[src/design/tsct_pkg.sv]
// ----------------------------------------------------------------------------
// tsct_pkg
// Types and constants shared by the series sine,
// cosine and tangent block.
// ----------------------------------------------------------------------------
`default_nettype none
package tsct_pkg;

  localparam int unsigned DefMaxTerms = 12;
  localparam int unsigned DataW       = 32;
  localparam int unsigned TermW       = 4;
  localparam int unsigned AddrW       = 3;
  localparam logic [AddrW-1:0] RegTermCount = 3'd0;
  localparam logic [TermW-1:0] TermCountRst = 4'd6;

  // Magnitude register: Q.32 term up to 2^42
  localparam int unsigned MagW = 43;
  // Signed sum width
  localparam int unsigned SumW = 46;

  typedef struct packed {
    logic signed [DataW-1:0] sine;
    logic signed [DataW-1:0] cosine;
    logic signed [DataW-1:0] tangent;
    logic                    divide_by_zero;
    logic                    saturated;
  } result_t;

  // Divider handshake between the sequencer and the divide unit
  typedef struct packed {
    logic start;
    logic busy;
    logic done;
  } div_ctl_t;

endpackage
`default_nettype wire

[src/design/tsct_if.sv]
// ----------------------------------------------------------------------------
// tsct_in_if / tsct_out_if
// Valid/ready channels carrying the angle and the result beats.
// ----------------------------------------------------------------------------
`default_nettype none
interface tsct_in_if;
  logic              valid;
  logic              ready;
  logic signed [31:0] angle;
  modport source (output valid, output angle, input ready);
  modport sink   (input valid, input angle, output ready);
endinterface

interface tsct_out_if;
  logic               valid;
  logic               ready;
  logic signed [31:0] sine;
  logic signed [31:0] cosine;
  logic signed [31:0] tangent;
  logic               divide_by_zero;
  logic               saturated;
  modport source (output valid, output sine, output cosine, output tangent,
                  output divide_by_zero, output saturated, input ready);
  modport sink   (input valid, input sine, input cosine, input tangent,
                  input divide_by_zero, input saturated, output ready);
endinterface
`default_nettype wire

[src/design/taylor_sine_cosine_tangent_top.sv]
// ----------------------------------------------------------------------------
// taylor_sine_cosine_tangent_top
// Series sine and cosine of a Q3.28 angle, tangent by division.
// ----------------------------------------------------------------------------
// One angle beat is taken at a time, and the block is not ready while it works.
// Let n be the term count after clamping to 1..MaxTerms. The first term is
// only accumulated. Each of the other 2n-1 terms goes through the shared
// 43x16 multiplier for the high and low half of |x|, then through the shared
// 64-step serial divider to divide by k, and is then accumulated. Then come
// the rounding step, the tangent divide, the output step and the idle state.
// A zero cosine skips the tangent divide. The serial divider sets the rate.
// The result beat leaves from its own register, so the next angle is taken
// while a result waits. The sequencer stalls at its output step only while
// the previous result beat is still unread.
`default_nettype none
module taylor_sine_cosine_tangent_top
  import tsct_pkg::*;
#(
  parameter int unsigned MaxTerms = DefMaxTerms
) (
  input  wire logic              clk_i,
  input  wire logic              rst_ni,
  tsct_in_if.sink                in_if,
  tsct_out_if.source             out_if,
  input  wire logic              psel,
  input  wire logic              penable,
  input  wire logic              pwrite,
  input  wire logic [AddrW-1:0]  paddr,
  input  wire logic [31:0]       pwdata,
  output logic      [31:0]       prdata,
  output logic                   pready
);

  localparam int unsigned KW = $clog2(2 * MaxTerms + 1);

  typedef enum logic [7:0] {
    S_IDLE  = 8'b0000_0001,
    S_MULH  = 8'b0000_0010,
    S_MULL  = 8'b0000_0100,
    S_DIVK  = 8'b0000_1000,
    S_ACC   = 8'b0001_0000,
    S_ROUND = 8'b0010_0000,
    S_TAN   = 8'b0100_0000,
    S_OUT   = 8'b1000_0000
  } state_e;

  state_e state_q, state_d;
  logic [TermW-1:0] term_count_q;
  logic [31:0]      mag_q;
  logic             neg_q;
  logic [MagW-1:0]  t_q;
  logic [59:0]      mid_q;
  logic signed [SumW-1:0] ssum_q, csum_q;
  logic [KW-1:0]    k_q, kmax_q;
  logic signed [DataW-1:0] s_q, c_q;
  logic             clip_q, dz_q, tneg_q;
  result_t          res_q;
  logic             out_valid_q;
  logic             res_we;

  // Shared multiplier: term magnitude by a 16-bit half of |x|
  logic [15:0] mul_b;
  logic [58:0] prod;
  assign mul_b = (state_q == S_MULH) ? 16'(mag_q >> 16) : mag_q[15:0];
  assign prod  = t_q * mul_b;

  // Divider shared for term/k and for the tangent
  logic            div_start;
  logic [63:0]     div_num;
  logic [31:0]     div_den;
  div_ctl_t        div_ctl;
  logic [63:0]     div_quo;

  tsct_div #(.NumW(64), .DenW(32)) u_div (
    .clk_i, .rst_ni, .start_i(div_start), .num_i(div_num), .den_i(div_den),
    .ctl_o(div_ctl), .quo_o(div_quo)
  );

  // Configuration port
  logic cfg_we;
  assign cfg_we = psel && penable && pwrite;
  assign pready = 1'b1;
  assign prdata = (paddr == (AddrW'(RegTermCount) << 2)) ? 32'(term_count_q) : '0;

  always_ff @(posedge clk_i or negedge rst_ni) begin
    if (!rst_ni) term_count_q <= TermCountRst;
    else if (cfg_we && paddr == (AddrW'(RegTermCount) << 2))
      term_count_q <= pwdata[TermW-1:0];
  end

  // Round a Q.32 sum to Q3.28 and saturate
  function automatic logic signed [DataW-1:0] rnd_sat(
    input logic signed [SumW-1:0] v, output logic clip);
    logic signed [SumW-1:0] r;
    r = (v + SumW'(8)) >>> 4;
    clip = 1'b0;
    if (r > SumW'(32'sh7fff_ffff)) begin
      clip = 1'b1; rnd_sat = 32'sh7fff_ffff;
    end else if (r < -SumW'(64'sh8000_0000)) begin
      clip = 1'b1; rnd_sat = 32'sh8000_0000;
    end else begin
      rnd_sat = r[DataW-1:0];
    end
  endfunction

  // Magnitude of a signed Q3.28 value
  function automatic logic [31:0] s_abs_r(input logic signed [31:0] v);
    s_abs_r = v[31] ? 32'(-v) : v;
  endfunction

  logic signed [DataW-1:0] s_r, c_r;
  logic cl_s, cl_c;
  logic signed [SumW-1:0] ssum_f;
  always_comb begin
    ssum_f = neg_q ? -ssum_q : ssum_q;
    s_r = rnd_sat(ssum_f, cl_s);
    c_r = rnd_sat(csum_q, cl_c);
  end

  logic [31:0] s_abs, c_abs;
  assign s_abs = s_q[31] ? 32'(-s_q) : s_q;
  assign c_abs = c_q[31] ? 32'(-c_q) : c_q;

  // Tangent quotient magnitude, then sign and saturation
  logic [63:0] tq;
  logic signed [DataW-1:0] tan_v;
  logic tan_clip;
  always_comb begin
    tq = div_quo;
    tan_clip = 1'b0;
    if (!tneg_q && tq > 64'h7fff_ffff) begin
      tan_v = 32'sh7fff_ffff; tan_clip = 1'b1;
    end else if (tneg_q && tq > 64'h8000_0000) begin
      tan_v = 32'sh8000_0000; tan_clip = 1'b1;
    end else begin
      tan_v = tneg_q ? 32'(-tq[31:0]) : tq[31:0];
    end
  end

  // Load the result register once the previous beat has left
  assign res_we = (state_q == S_OUT) && (!out_valid_q || out_if.ready);

  // Sequencer
  always_comb begin
    state_d   = state_q;
    div_start = 1'b0;
    div_num   = {21'd0, t_q};
    div_den   = 32'(k_q);
    unique case (state_q)
      S_IDLE:  if (in_if.valid) state_d = S_ACC;
      S_MULH:  state_d = S_MULL;
      S_MULL: begin
        div_start = 1'b1;
        div_num   = 64'(({mid_q, 16'd0} + 76'(prod)) >> 28);
        state_d   = S_DIVK;
      end
      S_DIVK:  if (div_ctl.done) state_d = S_ACC;
      S_ACC:   state_d = (k_q + 1'b1 == kmax_q) ? S_ROUND : S_MULH;
      S_ROUND: begin
        state_d = S_TAN;
        if (c_r != '0) begin
          div_start = 1'b1;
          div_num   = {s_abs_r(s_r), 32'd0} >> 16;
          div_den   = c_r[31] ? 32'(-c_r) : c_r;
        end
      end
      S_TAN:   if (dz_q || div_ctl.done) state_d = S_OUT;
      S_OUT:   if (res_we) state_d = S_IDLE;
      default: state_d = S_IDLE;
    endcase
  end

  always_ff @(posedge clk_i or negedge rst_ni) begin
    if (!rst_ni) state_q <= S_IDLE;
    else         state_q <= state_d;
  end

  // Result beat valid: set on load, drop when taken
  always_ff @(posedge clk_i or negedge rst_ni) begin
    if (!rst_ni)            out_valid_q <= 1'b0;
    else if (res_we)        out_valid_q <= 1'b1;
    else if (out_if.ready)  out_valid_q <= 1'b0;
  end

  // Datapath registers
  always_ff @(posedge clk_i) begin
    unique case (state_q)
      S_IDLE: if (in_if.valid) begin
        neg_q  <= in_if.angle[31];
        mag_q  <= in_if.angle[31] ? 32'(-in_if.angle) : in_if.angle;
        t_q    <= MagW'(64'd1 << 32);
        k_q    <= '0;
        ssum_q <= '0;
        csum_q <= '0;
        clip_q <= 1'b0;
        kmax_q <= (term_count_q == '0) ? KW'(2) :
                  (32'(term_count_q) > MaxTerms) ? KW'(2 * MaxTerms) :
                  KW'({term_count_q, 1'b0});
      end
      S_MULH:  mid_q <= 60'(prod);
      S_DIVK:  if (div_ctl.done) t_q <= div_quo[MagW-1:0];
      S_ACC: begin
        if (k_q[0]) ssum_q <= k_q[1] ? ssum_q - SumW'(t_q) : ssum_q + SumW'(t_q);
        else        csum_q <= k_q[1] ? csum_q - SumW'(t_q) : csum_q + SumW'(t_q);
        k_q <= k_q + 1'b1;
      end
      S_ROUND: begin
        s_q    <= s_r;
        c_q    <= c_r;
        clip_q <= cl_s | cl_c;
        dz_q   <= (c_r == '0);
        tneg_q <= s_r[31] ^ c_r[31];
      end
      S_OUT: if (res_we) begin
        res_q.sine           <= s_q;
        res_q.cosine         <= c_q;
        res_q.tangent        <= dz_q ? '0 : tan_v;
        res_q.divide_by_zero <= dz_q;
        res_q.saturated      <= clip_q | (!dz_q & tan_clip);
      end
      default: ;
    endcase
  end

  // Drive the handshakes and the result payload
  assign in_if.ready           = (state_q == S_IDLE);
  assign out_if.valid          = out_valid_q;
  assign out_if.sine           = res_q.sine;
  assign out_if.cosine         = res_q.cosine;
  assign out_if.tangent        = res_q.tangent;
  assign out_if.divide_by_zero = res_q.divide_by_zero;
  assign out_if.saturated      = res_q.saturated;

  logic unused_abs;
  assign unused_abs = ^{s_abs, c_abs, div_ctl.busy, div_ctl.start};

endmodule
`default_nettype wire

[src/design/tsct_div.sv]
// ----------------------------------------------------------------------------
// tsct_div
// Unsigned restoring divider, one quotient bit per cycle.
// ----------------------------------------------------------------------------
`default_nettype none
module tsct_div
  import tsct_pkg::*;
#(
  parameter int unsigned NumW = 64,
  parameter int unsigned DenW = 32
) (
  input  wire logic            clk_i,
  input  wire logic            rst_ni,
  input  wire logic            start_i,
  input  wire logic [NumW-1:0] num_i,
  input  wire logic [DenW-1:0] den_i,
  output div_ctl_t             ctl_o,
  output logic      [NumW-1:0] quo_o
);

  localparam int unsigned CntW = $clog2(NumW + 1);

  logic [NumW-1:0] quo_q, quo_d;
  logic [DenW:0]   rem_q, rem_d;
  logic [DenW-1:0] den_q;
  logic [CntW-1:0] cnt_q, cnt_d;
  logic            busy_q, busy_d, done_q, done_d;
  logic [DenW:0]   trial;
  logic [DenW:0]   diff;

  // Shift one numerator bit into the remainder and try the subtract
  always_comb begin
    trial  = {rem_q[DenW-1:0], quo_q[NumW-1]};
    diff   = trial - {1'b0, den_q};
    quo_d  = quo_q;
    rem_d  = rem_q;
    cnt_d  = cnt_q;
    busy_d = busy_q;
    done_d = 1'b0;
    if (start_i) begin
      quo_d  = num_i;
      rem_d  = '0;
      cnt_d  = CntW'(NumW);
      busy_d = 1'b1;
    end else if (busy_q) begin
      if (!diff[DenW]) begin
        rem_d = diff;
        quo_d = {quo_q[NumW-2:0], 1'b1};
      end else begin
        rem_d = trial;
        quo_d = {quo_q[NumW-2:0], 1'b0};
      end
      cnt_d = cnt_q - 1'b1;
      if (cnt_q == CntW'(1)) begin
        busy_d = 1'b0;
        done_d = 1'b1;
      end
    end
  end

  always_ff @(posedge clk_i or negedge rst_ni) begin
    if (!rst_ni) begin
      busy_q <= 1'b0;
      done_q <= 1'b0;
      cnt_q  <= '0;
    end else begin
      busy_q <= busy_d;
      done_q <= done_d;
      cnt_q  <= cnt_d;
    end
  end

  // Hold operands and partial results
  always_ff @(posedge clk_i) begin
    quo_q <= quo_d;
    rem_q <= rem_d;
    if (start_i) den_q <= den_i;
  end

  assign ctl_o.start = start_i;
  assign ctl_o.busy  = busy_q;
  assign ctl_o.done  = done_q;
  assign quo_o       = quo_q;

endmodule
`default_nettype wire

[src/flat_wrapper.sv]
// flat-port wrapper written by rule: the top's interface ports become plain ports
module taylor_sine_cosine_tangent_top_flat import tsct_pkg::*;
#(
  parameter int unsigned MaxTerms = DefMaxTerms
)
  (clk_i, rst_ni, psel, penable, pwrite, paddr, pwdata, prdata, pready, in_if_valid, in_if_angle, in_if_ready, out_if_valid, out_if_sine, out_if_cosine, out_if_tangent, out_if_divide_by_zero, out_if_saturated, out_if_ready);
  tsct_in_if in_if_i ();
  tsct_out_if out_if_i ();
  input  wire logic clk_i;
  input  wire logic rst_ni;
  input  wire logic psel;
  input  wire logic penable;
  input  wire logic pwrite;
  input  wire logic [AddrW-1:0] paddr;
  input  wire logic [31:0] pwdata;
  output logic      [31:0] prdata;
  output logic pready;
  input wire logic [$bits(in_if_i.valid)-1:0] in_if_valid;
  input wire logic [$bits(in_if_i.angle)-1:0] in_if_angle;
  output wire logic [$bits(in_if_i.ready)-1:0] in_if_ready;
  output wire logic [$bits(out_if_i.valid)-1:0] out_if_valid;
  output wire logic [$bits(out_if_i.sine)-1:0] out_if_sine;
  output wire logic [$bits(out_if_i.cosine)-1:0] out_if_cosine;
  output wire logic [$bits(out_if_i.tangent)-1:0] out_if_tangent;
  output wire logic [$bits(out_if_i.divide_by_zero)-1:0] out_if_divide_by_zero;
  output wire logic [$bits(out_if_i.saturated)-1:0] out_if_saturated;
  input wire logic [$bits(out_if_i.ready)-1:0] out_if_ready;
  assign in_if_i.valid = in_if_valid;
  assign in_if_i.angle = in_if_angle;
  assign in_if_ready = in_if_i.ready;
  assign out_if_valid = out_if_i.valid;
  assign out_if_sine = out_if_i.sine;
  assign out_if_cosine = out_if_i.cosine;
  assign out_if_tangent = out_if_i.tangent;
  assign out_if_divide_by_zero = out_if_i.divide_by_zero;
  assign out_if_saturated = out_if_i.saturated;
  assign out_if_i.ready = out_if_ready;
  taylor_sine_cosine_tangent_top #(.MaxTerms(MaxTerms)) u_core (.clk_i(clk_i), .rst_ni(rst_ni), .in_if(in_if_i), .out_if(out_if_i), .psel(psel), .penable(penable), .pwrite(pwrite), .paddr(paddr), .pwdata(pwdata), .prdata(prdata), .pready(pready));
endmodule
[config.mk]
export PLATFORM = sky130hd
export DESIGN_NAME = taylor_sine_cosine_tangent_top_flat
export DESIGN_NICKNAME = d
export VERILOG_FILES = /design/src/design/tsct_pkg.sv /design/src/design/tsct_if.sv /design/src/design/taylor_sine_cosine_tangent_top.sv /design/src/design/tsct_div.sv /design/src/flat_wrapper.sv
export SDC_FILE = /design/constraint.sdc
export NUM_CORES = 2
export LEC_CHECK = 0
export BUFFER_PORTS_ARGS = -buffer_cell sky130_fd_sc_hd__buf_4
export CAP_MARGIN = 20
export CORE_UTILIZATION = 36
export DETAILED_ROUTE_END_ITERATION = 8
export GPL_ROUTABILITY_DRIVEN = 0
export MAX_ROUTING_LAYER = met4
export SLEW_MARGIN = 20
export SYNTH_ARGS = -nofsm -noshare
export SYNTH_HDL_FRONTEND = slang
export SYNTH_HIERARCHICAL = 1
export SYNTH_SLANG_ARGS = --single-unit
[constraint.sdc]
create_clock -name clk_i -period 18.66 [get_ports clk_i]
set_input_delay 3.732 -clock clk_i [delete_from_list [all_inputs] [get_ports clk_i]]
set_output_delay 3.732 -clock clk_i [all_outputs]
set_load 0.01 [all_outputs]
==> flow_summary.ini <==
[outcome]
status = completed

[worst_setup_path]
crit_path_max_fanout = 38
cp_slowest_cell = nand2_2
cpMostUsedCell = fa_1
rr_endpoint = u_core/u_div/quo_o[34]
slowest_delay_ns = 0.77
rr_startpoint = u_core/state_q[5]
cp.required_ns = 19.06
reg2reg_slack_ns = 4.95
reg2regPathDepth = 46
crit_type = flip-flop to flip-flop
arrival_ns = 14.11
crit_path_end_kind = flip-flop
startpoint = u_core/state_q[5]
crit_path_start_kind = flip-flop
crit_end = u_core/u_div/quo_o[34]

[clock_tree]
cts_made_buffers = 66
post_cts_buffers = 0
cts.sinks = 551
max-clock-path-buffers = 3
cts_tree = yes
worstSkewPairLatency_ns = 0.67
cts.reportedPaths.clkPinSlew_ns = 0.06
h-tree-depth = 3
ctsHoldBuffers = 0
ctsResizeCount = 0
clockRootBuffer = clkbuf_16

[job]
cap_viol_max_count = 0

[synthesis]
synthCells = 6419
synth_area_per_cell_sq_um = 9.142
syn_area_sq_mm = 0.05868
yosysWarnings = 6

[layout]
drive_gt1_frac = 0.07539
post-route-util = 0.3978
final_cell_mix = nand2_1, inv_1, fa_1, edfxtp_1, nor2_1
area_growth_pct = 9.209
finish.instance_area_sq_mm = 0.06409
final_common_cell = nand2_1
nets = 7382

[routing]
drc = 0
dr.pass1.iters = 6
first_iter_violations = 3567
ant_nets = 0
vias = 46730
vias_per_cell = 5.409
post_drt_wl_per_cell_microns = 20.68
routed_wl_mm = 178.6

[sta]
rsz0062_at_grt = false
fin_skew_ns = 0.03698
worst_slew_margin_rel = 0.2949
final_critical_path_setup_slack_ns = 4.949
post-route-min-period_ns = 13.71
maxSlewViolCount = 0
fmax_mhz = 72.93
setup_viol = 0
hold_viol = 0
fin_tns_setup_ns = 0
min_period_over_period = 0.7348
tightest_slew_ns = 1.050

[hold_path]
hp-class = flip-flop to flip-flop
min_from = u_core/s_q[3]
min_path_cells = 0

[die]
rows = 147
pin_count = 207
design.die.area_sq_mm = 0.1646
initial_core_util = 0.3642
die_y_microns = 405.7
coreArea_sq_mm = 0.1611
die_x_microns = 405.7

[place]
io_buffers = 149
place_area_sq_mm = 0.06197
dp_hpwl_mm = 130.3
pre_cts_slack_ns = 4.861

[global_routing]
grt_use_total = 0.2233
antenna_found_initial = 8
grt_max_degree = 68
grt_pass1_wl_mm = 274.2
grt_pass1_vias = 46710
globalRoute.totalOverflow = 0

[power]
powerDensity_mw_per_mm2 = 46.68
ir_drop_mv = 0.1050
p_leak_nw = 27.08
==> power by group <==
group	switching [mW]	internal (mW)
combinational	0.155	0.126
sequential	0.0537	1.39
clock	0.556	0.714
==> through the flow <==
step	cells	hold WS [ns]	total power [mW]
2_1_floorplan	6462	0.4003	1.678
3_3_place_gp	8512	0.4006	1.738
3_5_place_dp	8512	0.4045	1.746
4_1_cts	8631	0.4168	3.030
5_1_grt	8638	0.4210	3.113
6_report	8639	0.4172	2.992
==> state kept, by name (all words and copies together), names as in the netlist, 43 cells and up <==
signal,flops
u_core/csum_q,46
u_core/mid_q,59
u_core/ssum_q,46
u_core/t_q,43
u_core/u_div/quo_o,64
==> worst min path at each step <==
stage,endpoint,slack [ns]
floorplan,u_core/out_if.cosine[0],0.40
global placement,u_core/out_if.cosine[26],0.40
detailed placement,u_core/out_if.cosine[16],0.40
CTS,u_core/out_if.sine[22],0.42
global route,u_core/out_if.sine[3],0.42
finish,u_core/out_if.sine[3],0.42
==> worst max-delay path: cells and delay by family (launching register included) <==
family | cells | cell delay, ns
DFF | 1 | 0.44
and+or+nand+nor | 15 | 4.27
xor gates and xnor gates | 1 | 0.31
adders and majority gates | 8 | 3.75
buffers and inverters | 4 | 0.84
AOI/OAI and AO/OA | 17 | 3.42
muxes | 1 | 0.28
==> layout make-up <==
| class | count | area [sq um] |
|---|---|---|
| repair buffers | 246 | 1857 |
| multi-input cells | 4802 | 38480 |
| well taps | 2160 | 2703 |
| flip-flops and latches | 551 | 16120 |
| inverters | 755 | 2836 |
| diodes | 6 | 15.01 |
| clock buffers | 80 | 1735 |
| fillers | 15940 | 97030 |
| clock inverters | 39 | 340.3 |
==> metal layers <==
| layer | vias up | GRT usage | part of all wire |
|---|---|---|---|
| met4 | 0 | 0.1157 | 0.059 |
| met1 | 23170 | 0.2674 | 0.40 |
| met3 | 417 | 0.03257 | 0.064 |
| met5 | - | - | 0 |
| li1 | 21560 | - | - |
| met2 | 1576 | 0.3647 | 0.47 |
Power figures use the tool's default switching activity.
